==> src/hw/rtl/integer_expression_evaluator_top_defines.svh <==
// ----------------------------------------------------------------------------
// Expression evaluator assertion macros
// Shared concurrent check forms for the evaluator RTL.
// ----------------------------------------------------------------------------
`ifndef INTEGER_EXPRESSION_EVALUATOR_TOP_DEFINES_SVH
`define INTEGER_EXPRESSION_EVALUATOR_TOP_DEFINES_SVH

// Same-cycle implication, masked while reset is asserted
`define IEVAL_ASSERT_NOW(label, clk, rst_n, ante, cons) \
    label: assert property (@(posedge clk) disable iff (!(rst_n)) (ante) |-> (cons)) \
        else $error("ieval same-cycle check failed");

// Next-cycle implication, masked while reset is asserted
`define IEVAL_ASSERT_NEXT(label, clk, rst_n, ante, cons) \
    label: assert property (@(posedge clk) disable iff (!(rst_n)) (ante) |=> (cons)) \
        else $error("ieval next-cycle check failed");

`endif

==> src/hw/rtl/ieval_pkg.sv <==
// ----------------------------------------------------------------------------
// ieval_pkg
// Character codes and the control bundle for the serial multiply/divide unit.
// ----------------------------------------------------------------------------
`default_nettype none

package ieval_pkg;

    // Character codes with meaning in an expression
    localparam logic [7:0] CHAR_EQ    = 8'h3D;
    localparam logic [7:0] CHAR_MUL   = 8'h2A;
    localparam logic [7:0] CHAR_DIV   = 8'h2F;
    localparam logic [7:0] CHAR_ADD   = 8'h2B;
    localparam logic [7:0] CHAR_SUB   = 8'h2D;
    localparam logic [7:0] CHAR_ZERO  = 8'h30;
    localparam logic [7:0] CHAR_NINE  = 8'h39;
    localparam logic [3:0] DIGIT_BASE = 4'd10;

    // Start request to the serial multiply/divide unit
    typedef struct packed {
        logic start;
        logic is_div;
    } t_md_ctrl;

endpackage

`default_nettype wire

==> src/hw/rtl/integer_expression_evaluator_top.sv <==
// ----------------------------------------------------------------------------
// integer_expression_evaluator_top
// Character-stream integer expression evaluator with * / over + - precedence.
// ----------------------------------------------------------------------------
//  channel  | direction | tdata                     | tuser
//  ---------+-----------+---------------------------+------------------
//  s        | in        | [7:0] char_code           | -
//  m        | out       | [31:0] value (signed)     | [0] div_error
//
//  A digit, space or ignored character is taken without leaving ST_IDLE.
//  An operator passes through ST_CLOSE and ST_POST, and through ST_WAIT
//  while the bit-serial multiply/divide unit (one bit a cycle) closes a
//  pending '*' or '/'. '=' then goes to ST_EMIT to load the output
//  register, and waits there while an earlier result is still held by a
//  stalled output. Synchronous active-low reset clears all expression
//  state; no input item is taken while an item is being worked on.
// ----------------------------------------------------------------------------
`default_nettype none

`include "integer_expression_evaluator_top_defines.svh"

module integer_expression_evaluator_top #(
    parameter int WORD_WIDTH = 32
) (
    input  wire logic               i_clk,
    input  wire logic               i_rst_n,
    // input characters
    input  wire logic               i_s_tvalid,
    output logic                    o_s_tready,
    input  wire logic [7:0]         i_s_tdata,   // [7:0] char_code
    // results
    output logic                    o_m_tvalid,
    input  wire logic               i_m_tready,
    output logic signed [31:0]      o_m_tdata,   // [31:0] value
    output logic [0:0]              o_m_tuser    // [0] div_error
);

    typedef enum logic [4:0] {
        ST_IDLE  = 5'b00001,
        ST_CLOSE = 5'b00010,
        ST_WAIT  = 5'b00100,
        ST_POST  = 5'b01000,
        ST_EMIT  = 5'b10000
    } t_state;

    typedef enum logic [2:0] {
        KIND_MUL = 3'd0,
        KIND_DIV = 3'd1,
        KIND_ADD = 3'd2,
        KIND_SUB = 3'd3,
        KIND_EQ  = 3'd4
    } t_kind;

    typedef enum logic [1:0] {
        PEND_NONE = 2'd0,
        PEND_MUL  = 2'd1,
        PEND_DIV  = 2'd2
    } t_pend;

    t_state                r_state, n_state;
    t_kind                 r_kind, n_kind;
    t_pend                 r_pend, n_pend;
    logic                  r_sign, n_sign;
    logic                  r_err, n_err;
    logic [WORD_WIDTH-1:0] r_sum, n_sum;
    logic [WORD_WIDTH-1:0] r_term, n_term;
    logic [WORD_WIDTH-1:0] r_number, n_number;
    logic                  r_out_valid, n_out_valid;
    logic [31:0]           r_out_value, n_out_value;
    logic                  r_out_err, n_out_err;

    ieval_pkg::t_md_ctrl   md_ctrl;
    logic                  md_done;
    logic [WORD_WIDTH-1:0] md_result;

    logic                  s_accept;
    logic                  out_free;
    logic [3:0]            digit;

    assign s_accept = i_s_tvalid && o_s_tready;
    assign out_free = !r_out_valid || i_m_tready;
    assign digit    = i_s_tdata[3:0];

    // Serial multiply/divide for closing a number into the open term
    ieval_serial_md #(
        .WORD_WIDTH(WORD_WIDTH)
    ) u_md (
        .i_clk    (i_clk),
        .i_rst_n  (i_rst_n),
        .i_ctrl   (md_ctrl),
        .i_a      (r_term),
        .i_b      (r_number),
        .o_done   (md_done),
        .o_result (md_result)
    );

    // Next-state and datapath
    always_comb begin
        n_state     = r_state;
        n_kind      = r_kind;
        n_pend      = r_pend;
        n_sign      = r_sign;
        n_err       = r_err;
        n_sum       = r_sum;
        n_term      = r_term;
        n_number    = r_number;
        n_out_valid = r_out_valid;
        n_out_value = r_out_value;
        n_out_err   = r_out_err;
        md_ctrl     = '0;

        // Drop the held result once taken
        if (r_out_valid && i_m_tready) begin
            n_out_valid = 1'b0;
        end

        case (r_state)
            ST_IDLE: begin
                if (s_accept) begin
                    if (i_s_tdata inside {[ieval_pkg::CHAR_ZERO:ieval_pkg::CHAR_NINE]}) begin
                        // number = number * 10 + digit, as two shifts and adds
                        n_number = (r_number << 3) + (r_number << 1)
                                 + {{(WORD_WIDTH-4){1'b0}}, digit};
                    end else if (i_s_tdata == ieval_pkg::CHAR_MUL) begin
                        n_kind  = KIND_MUL;
                        n_state = ST_CLOSE;
                    end else if (i_s_tdata == ieval_pkg::CHAR_DIV) begin
                        n_kind  = KIND_DIV;
                        n_state = ST_CLOSE;
                    end else if (i_s_tdata == ieval_pkg::CHAR_ADD) begin
                        n_kind  = KIND_ADD;
                        n_state = ST_CLOSE;
                    end else if (i_s_tdata == ieval_pkg::CHAR_SUB) begin
                        n_kind  = KIND_SUB;
                        n_state = ST_CLOSE;
                    end else if (i_s_tdata == ieval_pkg::CHAR_EQ) begin
                        n_kind  = KIND_EQ;
                        n_state = ST_CLOSE;
                    end
                end
            end

            ST_CLOSE: begin
                // Fold the typed number into the open term
                case (r_pend)
                    PEND_MUL: begin
                        md_ctrl.start  = 1'b1;
                        md_ctrl.is_div = 1'b0;
                        n_state        = ST_WAIT;
                    end
                    PEND_DIV: begin
                        if (r_number == '0) begin
                            n_err    = 1'b1;
                            n_term   = '0;
                            n_number = '0;
                            n_state  = ST_POST;
                        end else begin
                            md_ctrl.start  = 1'b1;
                            md_ctrl.is_div = 1'b1;
                            n_state        = ST_WAIT;
                        end
                    end
                    default: begin
                        n_term   = r_number;
                        n_number = '0;
                        n_state  = ST_POST;
                    end
                endcase
            end

            ST_WAIT: begin
                if (md_done) begin
                    n_term   = md_result;
                    n_number = '0;
                    n_state  = ST_POST;
                end
            end

            ST_POST: begin
                n_state = ST_IDLE;
                case (r_kind)
                    KIND_MUL: n_pend = PEND_MUL;
                    KIND_DIV: n_pend = PEND_DIV;
                    KIND_ADD, KIND_SUB, KIND_EQ: begin
                        // Fold the open term into the sum
                        n_sum  = r_sign ? (r_sum - r_term) : (r_sum + r_term);
                        n_term = '0;
                        n_pend = PEND_NONE;
                        n_sign = (r_kind == KIND_SUB);
                        if (r_kind == KIND_EQ) begin
                            n_state = ST_EMIT;
                        end
                    end
                    default: n_state = ST_IDLE;
                endcase
            end

            ST_EMIT: begin
                // Load the result and clear the expression
                if (out_free) begin
                    n_out_valid = 1'b1;
                    n_out_value = r_err ? 32'd0 : 32'(r_sum);
                    n_out_err   = r_err;
                    n_sum       = '0;
                    n_term      = '0;
                    n_number    = '0;
                    n_pend      = PEND_NONE;
                    n_sign      = 1'b0;
                    n_err       = 1'b0;
                    n_state     = ST_IDLE;
                end
            end

            default: n_state = ST_IDLE;
        endcase
    end

    // Control and expression state
    always_ff @(posedge i_clk) begin
        if (!i_rst_n) begin
            r_state     <= ST_IDLE;
            r_kind      <= KIND_ADD;
            r_pend      <= PEND_NONE;
            r_sign      <= 1'b0;
            r_err       <= 1'b0;
            r_sum       <= '0;
            r_term      <= '0;
            r_number    <= '0;
            r_out_valid <= 1'b0;
        end else begin
            r_state     <= n_state;
            r_kind      <= n_kind;
            r_pend      <= n_pend;
            r_sign      <= n_sign;
            r_err       <= n_err;
            r_sum       <= n_sum;
            r_term      <= n_term;
            r_number    <= n_number;
            r_out_valid <= n_out_valid;
        end
    end

    // Output payload
    always_ff @(posedge i_clk) begin
        r_out_value <= n_out_value;
        r_out_err   <= n_out_err;
    end

    assign o_s_tready   = (r_state == ST_IDLE);
    assign o_m_tvalid   = r_out_valid;
    assign o_m_tdata    = r_out_value;
    assign o_m_tuser[0] = r_out_err;

    // Checks
    `IEVAL_ASSERT_NOW(a_md_done_in_wait, i_clk, i_rst_n, md_done, r_state == ST_WAIT)
    `IEVAL_ASSERT_NOW(a_err_value_zero, i_clk, i_rst_n, o_m_tvalid && o_m_tuser[0], o_m_tdata == 32'sd0)
    `IEVAL_ASSERT_NEXT(a_emit_clears, i_clk, i_rst_n, (r_state == ST_EMIT) && out_free, (r_sum == '0) && (r_number == '0) && !r_err && o_m_tvalid)
    `IEVAL_ASSERT_NEXT(a_close_leaves, i_clk, i_rst_n, r_state == ST_CLOSE, (r_state == ST_WAIT) || (r_state == ST_POST))

endmodule

`default_nettype wire

==> src/hw/rtl/ieval_serial_md.sv <==
// ----------------------------------------------------------------------------
// ieval_serial_md
// Bit-serial multiply (shift-add) and signed restoring divide, one bit a cycle.
// ----------------------------------------------------------------------------
`default_nettype none

module ieval_serial_md #(
    parameter int WORD_WIDTH = 32
) (
    input  wire logic                   i_clk,
    input  wire logic                   i_rst_n,
    input  wire ieval_pkg::t_md_ctrl    i_ctrl,
    input  wire logic [WORD_WIDTH-1:0]  i_a,
    input  wire logic [WORD_WIDTH-1:0]  i_b,
    output logic                        o_done,
    output logic [WORD_WIDTH-1:0]       o_result
);

    localparam int CW = $clog2(WORD_WIDTH + 1);
    localparam logic [CW-1:0] CNT_LOAD = CW'(WORD_WIDTH);
    localparam logic [WORD_WIDTH-1:0] ONE_W = WORD_WIDTH'(1);

    logic                  r_busy;
    logic                  r_done;
    logic [CW-1:0]         r_cnt;
    logic                  r_div;
    logic                  r_neg;
    logic [WORD_WIDTH-1:0] r_acc;
    logic [WORD_WIDTH-1:0] r_shf;
    logic [WORD_WIDTH-1:0] r_opnd;
    logic [WORD_WIDTH-1:0] r_result;

    logic                  neg_a;
    logic                  neg_b;
    logic [WORD_WIDTH-1:0] mag_a;
    logic [WORD_WIDTH-1:0] mag_b;
    logic [WORD_WIDTH:0]   rem_sh;
    logic [WORD_WIDTH:0]   diff;

    // Magnitudes of the operands for the divide
    assign neg_a = i_a[WORD_WIDTH-1];
    assign neg_b = i_b[WORD_WIDTH-1];
    assign mag_a = neg_a ? ((~i_a) + ONE_W) : i_a;
    assign mag_b = neg_b ? ((~i_b) + ONE_W) : i_b;

    // Shift the next dividend bit into the partial remainder and trial-subtract
    assign rem_sh = {r_acc, r_shf[WORD_WIDTH-1]};
    assign diff   = rem_sh - {1'b0, r_opnd};

    // Sequence: load, WORD_WIDTH iterations, then the result step
    always_ff @(posedge i_clk) begin
        if (!i_rst_n) begin
            r_busy <= 1'b0;
            r_done <= 1'b0;
            r_cnt  <= '0;
        end else begin
            r_done <= 1'b0;
            if (i_ctrl.start) begin
                r_busy <= 1'b1;
                r_cnt  <= CNT_LOAD;
            end else if (r_busy) begin
                if (r_cnt != '0) begin
                    r_cnt <= r_cnt - 1'b1;
                end else begin
                    r_busy <= 1'b0;
                    r_done <= 1'b1;
                end
            end
        end
    end

    // Datapath: one product or quotient bit per cycle
    always_ff @(posedge i_clk) begin
        if (i_ctrl.start) begin
            r_div <= i_ctrl.is_div;
            r_acc <= '0;
            if (i_ctrl.is_div) begin
                r_shf  <= mag_a;
                r_opnd <= mag_b;
                r_neg  <= neg_a ^ neg_b;
            end else begin
                r_shf  <= i_b;
                r_opnd <= i_a;
                r_neg  <= 1'b0;
            end
        end else if (r_busy && (r_cnt != '0)) begin
            if (r_div) begin
                if (!diff[WORD_WIDTH]) begin
                    r_acc <= diff[WORD_WIDTH-1:0];
                    r_shf <= {r_shf[WORD_WIDTH-2:0], 1'b1};
                end else begin
                    r_acc <= rem_sh[WORD_WIDTH-1:0];
                    r_shf <= {r_shf[WORD_WIDTH-2:0], 1'b0};
                end
            end else begin
                if (r_shf[0]) begin
                    r_acc <= r_acc + r_opnd;
                end
                r_shf  <= r_shf >> 1;
                r_opnd <= r_opnd << 1;
            end
        end else if (r_busy) begin
            // Apply the quotient sign, or hand over the product
            if (r_div) begin
                r_result <= r_neg ? ((~r_shf) + ONE_W) : r_shf;
            end else begin
                r_result <= r_acc;
            end
        end
    end

    assign o_done   = r_done;
    assign o_result = r_result;

endmodule

`default_nettype wire
==> config.mk <==
export PLATFORM = sky130hd
export DESIGN_NAME = integer_expression_evaluator_top
export DESIGN_NICKNAME = d
export VERILOG_FILES = /design/src/hw/rtl/ieval_pkg.sv /design/src/hw/rtl/integer_expression_evaluator_top.sv /design/src/hw/rtl/ieval_serial_md.sv
export VERILOG_INCLUDE_DIRS = /design/src /design/src/hw/rtl
export SDC_FILE = /design/constraint.sdc
export NUM_CORES = 1
export LEC_CHECK = 0
export BUFFER_PORTS_ARGS = -buffer_cell sky130_fd_sc_hd__buf_2
export CORE_ASPECT_RATIO = 1.2
export CORE_MARGIN = 5
export CORE_UTILIZATION = 42
export DETAILED_ROUTE_END_ITERATION = 7
export SETUP_SLACK_MARGIN = 0.02
export SLEW_MARGIN = 10
export SYNTH_ARGS = -nofsm -noshare
export SYNTH_HDL_FRONTEND = slang
export SYNTH_SLANG_ARGS = --single-unit
==> constraint.sdc <==
create_clock -name i_clk -period 11.35 [get_ports i_clk]
set_input_delay 2.27 -clock i_clk [delete_from_list [all_inputs] [get_ports i_clk]]
set_output_delay 2.27 -clock i_clk [all_outputs]
set_load 0.01 [all_outputs]
==> results of run 1 <==
-- where the power goes --
| part | total [W] | internal (W) | switching (W) |
|---|---|---|---|
| clock network | 0.00115 | 0.000696 | 0.000455 |
| registers | 0.00105 | 0.00105 | 0.000000852 |
| logic | 0.0000515 | 0.0000202 | 0.0000314 |
-- worst max-delay path by stage --
stage               slack, ns         start              to
detailed placement       5.60  i_s_tdata[3]    r_number[24]
global placement         5.66  i_s_tdata[3]    r_number[24]
CTS                      5.79   r_number[7]  u_md.r_opnd[5]
finish                   5.71  r_number[18]  u_md.r_opnd[2]
floorplan                6.13  i_s_tdata[3]    r_number[24]
global route             5.49   r_number[2]  u_md.r_opnd[2]
-- per-stage QoR --
step	hold WS [ns]	util, %	worst slack, ns
finish	0.495	45.9	5.71
CTS	0.499	45.9	5.79
global route	0.518	45.9	5.49
detailed placement	0.485	43.6	5.60
floorplan	0.454	-	6.13
global placement	0.470	43.6	5.66
-- flip-flops by register name, indices dropped and copies added, names as in the netlist, 2 cells and up --
register	cells
o_m_tdata	32
r_kind	3
r_number	32
r_pend	2
r_state	5
r_sum	32
r_term	32
u_md.o_result	32
u_md.r_acc	32
u_md.r_cnt	6
u_md.r_opnd	32
u_md.r_shf	32
-- logic make-up after synthesis --
| kind of cell | Yosys count | synth area share [%] |
|---|---|---|
| compound gates | 811 | 25.0 |
| mux | 49 | 2.29 |
| buf+inv | 236 | 4.38 |
| flops | 280 | 32.0 |
| simple gates | 751 | 17.4 |
| xor+xnor | 224 | 9.09 |
| fa+ha+maj | 165 | 9.74 |
-- layer usage --
layer  vias to the layer above  share of wire (%)  track usage (%)
li1                       9168                  -                -
met1                      9136                 41             26.8
met2                       547                 50             39.6
met3                       167                4.7             2.59
met4                         0                4.7             9.34
met5                         -                  0                0
-- critical path: stages (launching register included) --
cell      delay (ns)
dfxtp_1         0.44
or4_1           0.64
nor3_1          0.22
nand4b_1        0.37
nand2b_4        0.28
nor3_4          0.20
nand2b_1        0.41
inv_4           0.34
nor2_8          0.45
clkinv_2        0.86
buf_4           0.67
o211ai_1        0.27
o21ai_0         0.14
-- Yosys cell counts, drive strengths merged, types with 21 or more instances --
master | count | area share, %
nand2 | 248 | 4.3
o21ai | 182 | 4.2
a21oi | 178 | 4.1
nor2 | 163 | 2.9
ha | 160 | 9.3
dfxtp | 149 | 14
edfxtp | 131 | 18
xor2 | 122 | 4.9
clkbuf | 116 | 2.0
xnor2 | 102 | 4.1
nor2b | 92 | 2.7
inv | 82 | 1.4
o211ai | 69 | 2.4
a22oi | 61 | 2.1
a21o | 60 | 2.1
nor3 | 46 | 1.2
mux2i | 45 | 2.1
buf | 37 | 0.90
nand3 | 37 | 0.92
o211a | 34 | 1.6
o31ai | 31 | 1.1
nand2b | 28 | 0.85
a211oi | 26 | 0.93
a31oi | 26 | 0.75
o21a | 26 | 0.91
and2 | 21 | 0.61
-- final cells by class --
cell class                      instances  area [um2]  share of cell area, %
Tap cell                              651         815                   3.47
Timing Repair Buffer                   75         460                   1.96
Clock inverter                         15         155                  0.661
Multi-Input combinational cell       2000       13800                   58.8
Sequential cell                       280        6920                   29.5
Clock buffer                           48        1020                   4.33
Inverter                               83         315                   1.34
==> out/metrics.cfg, run 1 <==
[clock_network]
cts_setup_buffers = 0
numCtsBuffers = 35
insertion_delay_ns = 0.54
post_cts_resized = 0
cts_tree = built
h-tree-depth = 2
clock_sinks = 280
clock_path_buffers = 3
root_buffer = clkbuf_16
path_clk_slew_ns = 0.06
ctsHoldBuffers = 0

[critical_path]
cp_max_fo = 70
timing.rr.end = u_md.r_opnd[2]
reg2reg_from = r_number[18]
r2r_setup_slack_ns = 5.71
reg2regPathDepth = 12
end_kind = flop
critPathRequiredTime_ns = 11.59
crit_arrival_ns = 5.88
crit_type = flop to flop
cp-start-kind = flop

[routing]
num_vias = 19000
vias_per_cell = 6.03
drt-total-wl_um = 64700
drc = 0
ant_nets = 0
drt_iter0_drc = 1415
wl_per_cell_um = 20.5
drt_pass1_iterations = 7

[floorplanning]
placementRows = 91
die_h_um = 258
start_util_pct = 42.2
ios = 47
die_area_um2 = 56100
core_um2 = 51100
die_x_um = 217

[cells_and_area]
layout_common_cells = nand2_1 (247), a21oi_1 (177), o21ai_0 (167)
diodes = 0
final_common_cell = nand2_1
drive_above_1_share_pct = 7.44
n_fill_cell = 4925
syn_to_final_growth_pct = 8.70
final_cells = 3152
fin_area_um2 = 23500
finish.net_count = 2652

[sta]
fin_skew_ns = 0.0263
fin_crit_sh_pct = 49.7
hold_viol = 0
rsz0062_at_grt = false
drv_slew = 0
final.setup.tns_ns = 0
worstMarginPinSlew_ns = 1.08
fmax_mhz = 177
setup_viol = 0
period_needed_ns = 5.64
slew_headroom_pct = 27.7

[yosys]
ys_ff_latch = 280
synth_flop_cell = dfxtp_1
synthesis.area_um2 = 21600
synth_edf_count = 131
yosys.cell_types.count = 96
yosysWarningCount = 0
async_reset_ff_share_pct = 0
synthesis.nets = 2693
avgSynthCellArea_um2 = 8.58
syn-instance-count = 2516
ys_seq_area_share_pct = 32.0

[status]
status = finished, final reports clean

[power_and_ir_drop]
p_leak_nw = 10.1
powerDensity_nw_per_um2 = 95.9
peakVddDrop_mv = 0.0682
power_w = 0.00225

[placement]
dp_hpwl_um = 47200
dp.cells = 3089
portBuffers = 46
place_congestion = 0.963
placed_area_um2 = 22300

[global_routing]
grt_pass1_wl_um = 100000
track_usage_pct = 22.1
gr-total-overflow = 0
grt_pass1_vias = 18200
antenna_found_initial = 0
grt_max_degree = 132

[worst_hold_path]
min_to = r_sum[28]
hold_path.class = flop to flop
whs_path_depth = 1
hold_start = r_sum[28]

[run]
cap_violations = 0

Power figures use the tool's default switching activity.
==> inputs of run 2 (changes only) <==
==> constraint.sdc (replaced) <==
create_clock -name i_clk -period 4.9 [get_ports i_clk]
set_input_delay 0.98 -clock i_clk [delete_from_list [all_inputs] [get_ports i_clk]]
set_output_delay 0.98 -clock i_clk [all_outputs]
set_load 0.01 [all_outputs]
==> out/metrics.cfg, run 2 (synthesis gave the netlist of run 1 again) <==
[sta]
setup_viol = 0  ; unchanged
fin_crit_sh_pct = 95.8  ; +46 points
rsz0062_at_grt = true
drv_slew = 0  ; unchanged
worst_slack_ns = 0.205  ; -5.50 ns
hold_viol = 0  ; unchanged
period_needed_ns = 4.69  ; -0.945 ns
slew_headroom_pct = 22.5  ; -5.3 points
final.setup.tns_ns = 0  ; unchanged
worstMarginPinSlew_ns = 1.16  ; +0.0829 ns
fmax_mhz = 213  ; +20%
fin_skew_ns = 0.0214  ; -0.00494 ns

[floorplanning]
placementRows = 91  ; unchanged
die_x_um = 217  ; unchanged
core_um2 = 51100  ; unchanged
ios = 47  ; unchanged
die_h_um = 258  ; unchanged
die_area_um2 = 56100  ; unchanged
start_util_pct = 42.2  ; unchanged

[global_routing]
grt_max_degree = 132  ; unchanged
grt_pass1_wl_um = 104000  ; +3.7%
track_usage_pct = 23.2  ; +1.1 points
grt_pass1_vias = 18400  ; +1.1%
antenna_found_initial = 1  ; +1
gr-total-overflow = 0  ; unchanged

[routing]
drt-total-wl_um = 67400  ; +4.2%
drt_pass1_iterations = 5  ; -2
num_vias = 19300  ; +1.3%
drt_iter0_drc = 1563  ; +10%
wl_per_cell_um = 21.0  ; +2.3%
vias_per_cell = 6.01  ; -0.45%
ant_nets = 0  ; unchanged
drc = 0  ; unchanged

[critical_path]
critPathRequiredTime_ns = 5.40  ; -6.19 ns
cpMaxStageDelayCell = or4_4
r2r_setup_slack_ns = 0.21  ; -5.50 ns
critPathLaunch = r_term[1]
timing.critical_path.to = r_sum[31]
crit_top_cell = or4_4
crit_type = flop to flop
timing.rr.end = r_sum[31]
reg2regPathDepth = 19  ; +7
end_kind = flop
crit_arrival_ns = 5.19  ; -0.69 ns
max_stage_delay_ns = 0.45  ; -0.41 ns
reg2reg_from = r_term[1]
cp_max_fo = 4  ; -94%
path_cells = inv_1 -> ha_1 -> or3b_4 -> or4_4 -> or4_4 -> or4_4 -> buf_4 -> and2_1 -> xnor2_1 -> ha_1 -> a21oi_1 -> or2_2 -> a31oi_2 -> a21oi_1 -> o21a_1 -> a21o_1 -> a211oi_2 -> mux2i_1 -> a21o_1
cp-start-kind = flop

[clock_network]
ctsHoldBuffers = 0  ; unchanged
path_clk_slew_ns = 0.06  ; about the same
numCtsBuffers = 34  ; -2.9%
clock_path_buffers = 3  ; unchanged
h-tree-depth = 2  ; unchanged
insertion_delay_ns = 0.55  ; about the same
root_buffer = clkbuf_16
clock_sinks = 280  ; unchanged
cts_tree = built

[status]
status = finished, final reports clean

[placement]
placed_area_um2 = 22800  ; +2.1%
portBuffers = 46  ; unchanged
dp_hpwl_um = 50500  ; +7.2%
place_congestion = 0.987  ; +2.5%
dpl_worst_slack_ns = 0.0215  ; -5.58 ns

[cells_and_area]
drive_above_1_share_pct = 9.81  ; +2.4 points
fin_area_um2 = 23900  ; +1.7%
finish.net_count = 2710  ; +2.2%
final_common_cell = nand2_1
layout_common_cells = nand2_1 (247), a21oi_1 (175), o21ai_0 (165)
diodes = 0  ; unchanged
syn_to_final_growth_pct = 10.5
final_core_util_pct = 46.7  ; +0.76 points

[run]
cap_violations = 0  ; unchanged

[power_and_ir_drop]
peakVddDrop_mv = 0.155  ; +130%
p_leak_nw = 10.4  ; +2.5%
power_w = 0.00495  ; +120%
powerDensity_nw_per_um2 = 208  ; +120%

[worst_hold_path]
hold_path.class = flop to flop

## run 2: changes by cell type in the layout (fill, tap and decap cells not counted), moves of 3 or more
cell | previous run | this run
buf_4 | 28 | 84
buf_12 | 1 | 4
bufinv_16 | 3 | 0
clkbuf_8 | 5 | 2
nor3_1 | 43 | 40
nor3_2 | 2 | 5
## run 2: where the power goes
| group | internal, W | switching (W) |
|---|---|---|
| clock | 0.00135 | 0.00105 |
| combinational | 0.0000519 | 0.0000741 |
| sequential | 0.00243 | 0.00000120 |
## run 2: cell type report
cell class / instances / area (um2)
sequential: 280 / 6920
multi-input combinational: 2000 / 13800
inverter: 83 / 315
fill: 4922 / 27300
timing repair buffer: 134 / 941
clock inverter: 16 / 92.6
tap: 651 / 815
clock buffer: 45 / 933
## run 2: worst min-delay path by stage
stage	to	slack [ns]	startpoint	cells past startpoint
after CTS	u_md.r_cnt[1]	0.51	u_md.r_cnt[1]	2
after floorplan	r_sum[8]	0.45	r_sum[8]	2
final	u_md.r_cnt[1]	0.51	u_md.r_cnt[1]	2
after global placement	r_sum[24]	0.49	r_sum[24]	1
after global routing	r_sum[24]	0.54	r_sum[24]	1
after detailed placement	r_sum[26]	0.50	r_sum[26]	1
## run 2: critical path: cells and delay by family, from the launching register on
kind	cells	cell delay, ns
AOI/OAI and AO/OA	7	1.04
xor gates and xnor gates	1	0.13
adders and majority gates	2	0.51
buffers and inverters	2	0.24
DFF	1	0.31
muxes	1	0.22
and+or+nand+nor	6	2.21
## run 2: what timing repair did
action / CTS / global route
gates resized for setup: 0 / 13
endpoints found under the hold margin: 0 / 0
buffers inserted: 0 / 2
setup endpoints to repair: 0 / 7
## run 2: per-stage QoR
stage	std cells	hold slack, ns
2_1_floorplan	2516	0.454
3_3_place_gp	3146	0.491
3_5_place_dp	3146	0.498
4_1_cts	3207	0.506
5_1_grt	3209	0.535
6_report	3209	0.506
## run 2: metal layers
metal  routed length (um)  part of all wire, %  GRT usage, %  up-vias
met5                    0                    0             0        -
met2                32700                   49          39.9      588
met1                28200                   42          29.4     9250
met3                 3570                  5.3          3.43      172
li1                     -                    -             -     9264
met4                 2860                  4.2          9.22        0
